===== src/hdl/omni_wheel_drive_frame_encoder_macros.svh =====
// ----------------------------------------------------------------------------
// Omni wheel drive frame encoder: assertion macros
// Shared concurrent assertion forms, clocked on clk and held off in reset.
// ----------------------------------------------------------------------------
`ifndef OMNI_WHEEL_DRIVE_FRAME_ENCODER_MACROS_SVH
`define OMNI_WHEEL_DRIVE_FRAME_ENCODER_MACROS_SVH

// consequence holds in the same cycle as the trigger
`define OWDE_ASSERT_SAME(lbl, trig, cons, msg) \
    lbl: assert property (@(posedge clk) disable iff (!rst_n) (trig) |-> (cons)) \
        else $error(msg);

// consequence holds in the cycle after the trigger
`define OWDE_ASSERT_NEXT(lbl, trig, cons, msg) \
    lbl: assert property (@(posedge clk) disable iff (!rst_n) (trig) |=> (cons)) \
        else $error(msg);

`endif


===== src/hdl/owde_pkg.sv =====
// ----------------------------------------------------------------------------
// Omni wheel drive frame encoder: package
// Types, constants and register codes shared by the encoder modules.
// ----------------------------------------------------------------------------
package owde_pkg;

    localparam int NUM_WHEELS  = 4;
    localparam int LANE_DEPTH  = 8;

    // frame layout
    localparam logic [7:0] FRAME_HEAD = 8'hFF;
    localparam logic [7:0] FRAME_TAIL = 8'hAA;

    typedef logic [3:0] frame_idx_t;
    localparam frame_idx_t FRAME_IDX_HEAD  = 4'd0;
    localparam frame_idx_t FRAME_IDX_CMD   = 4'd1;
    localparam frame_idx_t FRAME_IDX_WORD0 = 4'd2;
    localparam frame_idx_t FRAME_IDX_TAIL  = 4'd10;

    // commands in flight, counted from acceptance until their frame ends
    typedef logic [1:0] inflight_t;
    localparam inflight_t MAX_INFLIGHT = 2'd2;

    // configuration register codes
    typedef enum logic [2:0] {
        REG_WHEEL0_DIR   = 3'd0,
        REG_WHEEL1_DIR   = 3'd1,
        REG_WHEEL2_DIR   = 3'd2,
        REG_WHEEL3_DIR   = 3'd3,
        REG_BASE_RADIUS  = 3'd4,
        REG_INV_RADIUS   = 3'd5
    } cfg_index_t;

    localparam logic [19:0] BASE_RADIUS_RESET = 20'd80000;
    localparam logic [31:0] INV_RADIUS_RESET  = 32'd2340571;

    // wheel arithmetic constants
    localparam logic signed [42:0] MM_TO_UM     = 43'sd1000;
    localparam logic signed [42:0] TRUNC_BIAS   = 43'sd16383;
    // rad values at or above this many micro-units saturate
    localparam logic [53:0]        SAT_LIMIT    = 54'd32769000000;
    // divide by 15625 as multiply by reciprocal and shift
    localparam int                 RECIP_SHIFT  = 43;
    localparam logic [29:0]        RECIP_15625  = 30'((64'd1 << RECIP_SHIFT) / 64'd15625 + 64'd1);
    localparam logic [15:0]        WORD_SCALE   = 16'd100;
    localparam logic [15:0]        RAD_POS_MAX  = 16'd32767;
    localparam logic [15:0]        RAD_NEG_MAG  = 16'd32768;

    // one computed frame handed to the framer
    typedef struct packed {
        logic                              op;
        logic [NUM_WHEELS-1:0][15:0]       words;
    } frame_item_t;

endpackage


===== src/hdl/owde_framer.sv =====
// ----------------------------------------------------------------------------
// Omni wheel drive frame encoder: framer
// Serializes computed wheel words into 11-byte frames, with one waiting slot.
// ----------------------------------------------------------------------------
`include "omni_wheel_drive_frame_encoder_macros.svh"

module owde_framer
    import owde_pkg::*;
(
    input  logic        clk,
    input  logic        rst_n,
    input  logic        item_valid,
    input  frame_item_t item,
    output logic        frame_strobe,
    output logic [7:0]  frame_byte,
    output logic        last
);

    logic        active_reg, active_next;
    frame_idx_t  idx_reg, idx_next;
    frame_item_t cur_reg, cur_next;
    logic        pend_valid_reg, pend_valid_next;
    frame_item_t pend_reg, pend_next;

    logic        finish;
    logic        free_slot;
    frame_idx_t  byte_sel;
    logic [15:0] sel_word;

    assign finish    = active_reg && (idx_reg == FRAME_IDX_TAIL);
    assign free_slot = !active_reg || finish;

    // next frame selection and byte counter
    always_comb
    begin
        active_next     = active_reg;
        idx_next        = idx_reg;
        cur_next        = cur_reg;
        pend_valid_next = pend_valid_reg;
        pend_next       = pend_reg;
        if (free_slot)
        begin
            idx_next = FRAME_IDX_HEAD;
            if (pend_valid_reg)
            begin
                active_next     = 1'b1;
                cur_next        = pend_reg;
                pend_valid_next = item_valid;
                pend_next       = item;
            end
            else if (item_valid)
            begin
                active_next = 1'b1;
                cur_next    = item;
            end
            else
            begin
                active_next = 1'b0;
            end
        end
        else
        begin
            idx_next = idx_reg + 4'd1;
            if (item_valid)
            begin
                pend_valid_next = 1'b1;
                pend_next       = item;
            end
        end
    end

    // control state
    always_ff @(posedge clk or negedge rst_n)
    begin
        if (!rst_n)
        begin
            active_reg     <= 1'b0;
            idx_reg        <= FRAME_IDX_HEAD;
            pend_valid_reg <= 1'b0;
        end
        else
        begin
            active_reg     <= active_next;
            idx_reg        <= idx_next;
            pend_valid_reg <= pend_valid_next;
        end
    end

    // frame payload
    always_ff @(posedge clk)
    begin
        cur_reg  <= cur_next;
        pend_reg <= pend_next;
    end

    // byte mux over the frame layout
    always_comb
    begin
        byte_sel = idx_reg - FRAME_IDX_WORD0;
        sel_word = cur_reg.words[byte_sel[2:1]];
        case (idx_reg)
            FRAME_IDX_HEAD: frame_byte = FRAME_HEAD;
            FRAME_IDX_CMD:  frame_byte = {7'd0, cur_reg.op};
            FRAME_IDX_TAIL: frame_byte = FRAME_TAIL;
            default:        frame_byte = byte_sel[0] ? sel_word[7:0] : sel_word[15:8];
        endcase
    end

    assign frame_strobe = active_reg;
    assign last         = finish;

    // the waiting slot never overflows
    `OWDE_ASSERT_SAME(a_pend_no_overflow, item_valid && !free_slot, !pend_valid_reg, "framer waiting slot overrun")
    // a frame in progress runs its bytes without gaps
    `OWDE_ASSERT_NEXT(a_frame_contiguous, active_reg && !finish, active_reg && (idx_reg == $past(idx_reg) + 4'd1), "frame byte sequence broken")

endmodule

===== config.mk =====
export PLATFORM = sky130hd
export DESIGN_NAME = owde_framer
export DESIGN_NICKNAME = d
export VERILOG_FILES = /design/src/hdl/owde_pkg.sv /design/src/hdl/owde_framer.sv
export VERILOG_INCLUDE_DIRS = /design/src /design/src/hdl
export SDC_FILE = /design/constraint.sdc
export NUM_CORES = 1
export LEC_CHECK = 0
export BUFFER_PORTS_ARGS = -buffer_cell sky130_fd_sc_hd__buf_2
export CAP_MARGIN = 15
export CORE_UTILIZATION = 45
export CTS_BUF_LIST = sky130_fd_sc_hd__clkbuf_16
export DETAILED_ROUTE_END_ITERATION = 10
export GPL_TIMING_DRIVEN = 0
export PLACE_DENSITY = 0.7
export SLEW_MARGIN = 20
export SYNTH_ARGS = -nofsm -noshare
export SYNTH_HDL_FRONTEND = slang
export SYNTH_SLANG_ARGS = --single-unit

===== constraint.sdc =====
create_clock -name clk -period 9.2 [get_ports clk]
set_input_delay 0.46 -clock clk [delete_from_list [all_inputs] [get_ports clk]]
set_output_delay 0.46 -clock clk [all_outputs]
set_load 0.05 [all_outputs]

# ---- Yosys cells after proc, flatten, opt, wreduce, memory -nomap -nowiden
# Cells that the tools add are included.
dict set report classes {
  eq_ne 3
  n_lt_le_gt_ge 1
  mux 14
  reduce_logical 8
  n_addsub 2
}
# cell count
set ops {}
lappend ops {{65-bit 2-to-1 mux} 4}
lappend ops {{16-bit binary-select mux with 2-bit select} 1}
lappend ops {{8-bit one-hot mux with 3 select lines} 1}
lappend ops {{16-bit 2-to-1 mux} 1}
lappend ops {{8-bit 2-to-1 mux} 1}
lappend ops {{1-bit 2-to-1 mux} 5}
lappend ops {{4-bit by 1-bit adder with 4-bit output, second input constant} 1}
lappend ops {{4-bit by 1-bit equality test with 1-bit output, second input constant} 1}
lappend ops {{4-bit equality test, second input constant} 1}
lappend ops {{4-bit zero test} 1}
lappend ops {{4-bit 2-to-1 mux} 1}
lappend ops {{2-bit AND reduction} 2}
lappend ops {{2-bit nonzero test} 2}
lappend ops {{2-bit by 3-bit less-than comparator with 1-bit output, second input constant} 1}
lappend ops {{3-bit by 2-bit subtractor with 3-bit output, second input constant} 1}
lappend ops {{2-bit != test, second input constant} 1}
lappend ops {{1-bit logical AND} 1}
lappend ops {{1-bit zero test} 1}
lappend ops {{1-bit logical OR} 1}
dict set report word_totals {
  inputBits 68
  ff_bits 136
}

# ---- Logic depth before layout (Yosys ltp)
dict set report depth {
  depth_word 5
  ltp_mapped 8
  depth_no_buf 5
}

# ---- Least setup slack after synthesis
# Ideal clock, no wire load.
dict set report synth_timing {
  path_type {register -> register}
  start {register idx_reg[0]}
  end {register cur_reg[0] in the netlist's numbering (enable)}
  path_stages_with_launch 7
  required_time_ns 8.712
  setup_ns 0.488
  slack_ns 4.773
  path_buffers 1
  t_arrival_ns 3.939
  path_cell_list {dfrtp_1 -> clkbuf_1 -> inv_1 -> ha_1 -> nand2_1 -> o21a_1 -> nor2_1}
}
dict set report synth_via {
  elab_chain_len 4
}
# element line
set synth_rtl {}
lappend synth_rtl {{start, declared} owde_framer.sv:20} ;# frame_idx_t idx_reg, idx_next;
lappend synth_rtl {{start signal, assigned} owde_framer.sv:84} ;# idx_reg <= idx_next;
lappend synth_rtl {{4-bit equality test} owde_framer.sv:30} ;# assign finish = active_reg && (idx_reg == FRAME_IDX_TAIL);
lappend synth_rtl {{1-bit logical AND} owde_framer.sv:30}
lappend synth_rtl {{1-bit logical OR} owde_framer.sv:31} ;# assign free_slot = !active_reg || finish;
lappend synth_rtl {{2-bit AND reduction (no source line)} --}
lappend synth_rtl {{end signal, assigned} owde_framer.sv:92} ;# cur_reg <= cur_next;
lappend synth_rtl {{end, declared} owde_framer.sv:21} ;# frame_item_t cur_reg, cur_next;
# No other way between the ends.
# A chain may end at the register's enable or synchronous reset.

# ---- Worst setup path in the final report
dict set report layout_timing {
  start {register idx_reg[0]}
  end {output frame_byte[2]}
}
dict set report layout_via {
  elab_chain_len 5
}
# element line
set layout_rtl {}
lappend layout_rtl {{3-bit by 2-bit subtractor with 3-bit output} owde_framer.sv:99} ;# byte_sel = idx_reg - FRAME_IDX_WORD0;
lappend layout_rtl {{16-bit binary-select mux with 2-bit select} owde_framer.sv:100} ;# sel_word = cur_reg.words[byte_sel[2:1]];
lappend layout_rtl {{16-bit 2-to-1 mux (not written as such)} owde_framer.sv:100}
lappend layout_rtl {{8-bit 2-to-1 mux} owde_framer.sv:105} ;# default: frame_byte = byte_sel[0] ? sel_word[7:0] : sel_word[15:8];
lappend layout_rtl {{8-bit one-hot mux with 3 select lines (*)} owde_framer.sv:101} ;# case (idx_reg)
lappend layout_rtl {{end, declared} owde_framer.sv:15} ;# output logic [7:0] frame_byte,
# Every way passes the cells marked *; elsewhere a longest branch is shown, timed or not. The select of a mux whose other input is x is not followed.

==> metrics <==
RSZ-0062 raised after global routing false; Longest Clk Path Bufs 2; Post-Synthesis Cells 300; Worst Path Required ~9 ns; Worst R2R Start idx_reg[0]; Via Count around 3k; final cell count without fillers 581; Switching Power 0.805 mW; Main synth FF type edfxtp_1; synth unique cells 37; Avg Vias per Cell about 5.2; clock sinks ~140; #FFs+latches synth 136; pin count of the biggest net entering global routing 44; Final setup viols 0; max frequency between 300 and 400 MHz; WL per Instance just under 20 um; Tcrit/Tclk final a little over a third; DRC errors left 0; crit start category register; first-pass GRT wire length about 17000 um; Site Rows 40; Slew Limit Fails 0; Clock Skew about 0.007 ns; EDFF count, synth between 100 and 150; syn nets 373; vias in the first global route between 3k and 4k; Static Leak 2.60 nW; yosys warns 0; Period minus WS final 3.30 ns; worst slew pin tran about 0.65 ns; Setup CP Type reg2out; Antenna Nets Post-Route 0; gr usage total 19.1%; I/O Buffers 77; drt total wl 11300 um; DR iter-0 viols 259; ys async rst share approximately 4.4%; Die ar. 0.0130 sq mm; hold endpoint pend_reg[10]; ranking of synthesized cells by area edfxtp_1 (69%), mux2_2 (14%), mux4_2 (2.8%); clk_lat worst skew 0.42 ns; Seq/Total Area, Yosys 72.0%; initial antenna violation count 0; Worst Reg2Reg Path Length in Cells 8; root buffer cell clkbuf_16; VDD IR max around 190 uV; Arrival @ worst endpoint 2.84 ns; Hold Crit Class in2reg; Seq pwr share around a third; most common cell in the synthesized netlist edfxtp_1; Net Sw Frac between 30% and 40%; Gate power share 34.0%; dpl cells between 500 and 600; CTS Hold Bufs 1; Starting Density a little under half; Syn-to-layout area delta 24.4%; Pwr Density roughly 350 mW/mm^2; CP Capture Type primary output; CTS HTree Levels 4; CP max FO 10; drt first pass iters 5; DIE HEIGHT around 110 um; worst hold stages 1; min-delay src item[10]; Max-slew headroom between 50% and 60%; share of cells above drive strength 1 around 49%; Mapped Avg Cell Area approximately 19 sq um; Synth top cells by count edfxtp_1 (130), mux2_2 (70), mux2i_1 (11); max-cap violation count 0; die width approximately 110 um; clk slew on worst S/H paths roughly 0.060 ns; GP Congestion around 0.85; CTS tree done; final hold violations 0; number of setup buffers added after CTS 0; R2R setup slack about 6.4 ns; outcome completed; clock power share around a third; Num CTS Buffers 17; n_diodes 0; cell taking the most area after synthesis edfxtp_1; setup_tns 0 ns; dpl hpwl ~7600 um; gr ovfl total 0; final net count 473; RR Endpoint cur_reg[18]; Int Pwr between 1.5 and 2 mW; core area around 0.012 sq mm; number of gates resized after CTS 0; synthesized area ~0.0056 sq mm; post-synth top area share around 69%; Ports slightly below 80
## cell usage in the layout, fill, tap and decap left out, types with 5 or more instances in the layout
| cell | instances |
|---|---|
| mux2i_1 | 11 |
| edfxtp_1 | 130 |
| nand2b_1 | 6 |
| mux2_2 | 69 |
| bufinv_16 | 7 |
| clkbuf_16 | 17 |
| mux4_2 | 7 |
| ha_1 | 5 |
| nand2_1 | 5 |
| dfrtp_1 | 6 |
| buf_2 | 85 |
| nor2_1 | 9 |
## power by group through the flow
stage | Sequential (mW) | Clock [mW] | Combinational (mW)
final | 0.845 | 0.783 | 0.838
after global placement | 0.863 | 0 | 0.808
after floorplan | 0.851 | 0 | 0.613
after detailed placement | 0.858 | 0 | 0.839
after CTS | 0.846 | 0.800 | 0.843
after global routing | 0.855 | 0.822 | 0.886
## critical path, stage by stage, from the launching register on
cell      delay (ns)
dfrtp_1         0.51
clkbuf_1        0.42
inv_1           0.15
ha_1            0.25
nor3_1          0.20
nor3_1          0.15
o31ai_1         0.41
buf_2           0.34
## layer usage
layer	track usage [%]	vias up	share of wire, %
met4	8.05	0	1.2
met3	5.90	11	5.5
li1	-	1397	-
met5	0	-	0
met1	25.3	1495	45
met2	29.3	95	48
## final cells by class
cell class                 count  area, sq um
buffer                        14         92.6
clock buffer                  17          425
clock inverter                15          256
fill                         962         5100
inverter                       2         7.51
multi-input combinational    148         1490
sequential                   136         4050
tap                          168          210
timing repair buffer          81          470
## logic make-up (layout without fill, tap and decap cells)
logic type | Yosys count | in the layout | synth area share, %
flops | 136 | 136 | 72.0
mux | 89 | 89 | 19.2
simple gates | 31 | 31 | 2.73
compound gates | 20 | 20 | 2.73
buf+inv | 16 | 129 | 1.78
fa+ha+maj | 6 | 6 | 1.29
xor+xnor | 2 | 2 | 0.311
## how the worst max path moves through the flow
| stage | cells past startpoint | endpoint | from | slack (ns) |
|---|---|---|---|---|
| after floorplan | 6 | cur_reg[0] | idx_reg[0] | 4.77 |
| after global placement | 6 | cur_reg[39] | idx_reg[0] | 3.45 |
| after detailed placement | 7 | frame_byte[6] | idx_reg[0] | 6.32 |
| after CTS | 7 | frame_byte[6] | idx_reg[0] | 5.86 |
| after global routing | 7 | frame_byte[2] | idx_reg[0] | 5.79 |
| final | 7 | frame_byte[2] | idx_reg[0] | 5.90 |
## stage by stage
stage          total power, mW  utilization [%]  hold slack, ns  instance area [sq um]  worst slack (ns)
2_1_floorplan             1.46                -           0.164                   5630              4.77
4_1_cts                   2.49             57.9           0.204                   7010              5.86
6_report                  2.47             57.9           0.226                   7010              5.90
3_3_place_gp              1.67             51.4           0.283                   6230              3.45
5_1_grt                   2.56             57.9           0.204                   7010              5.79
3_5_place_dp              1.70             52.1           0.294                   6320              6.32
No activity file was read; power rests on OpenSTA's default activity.
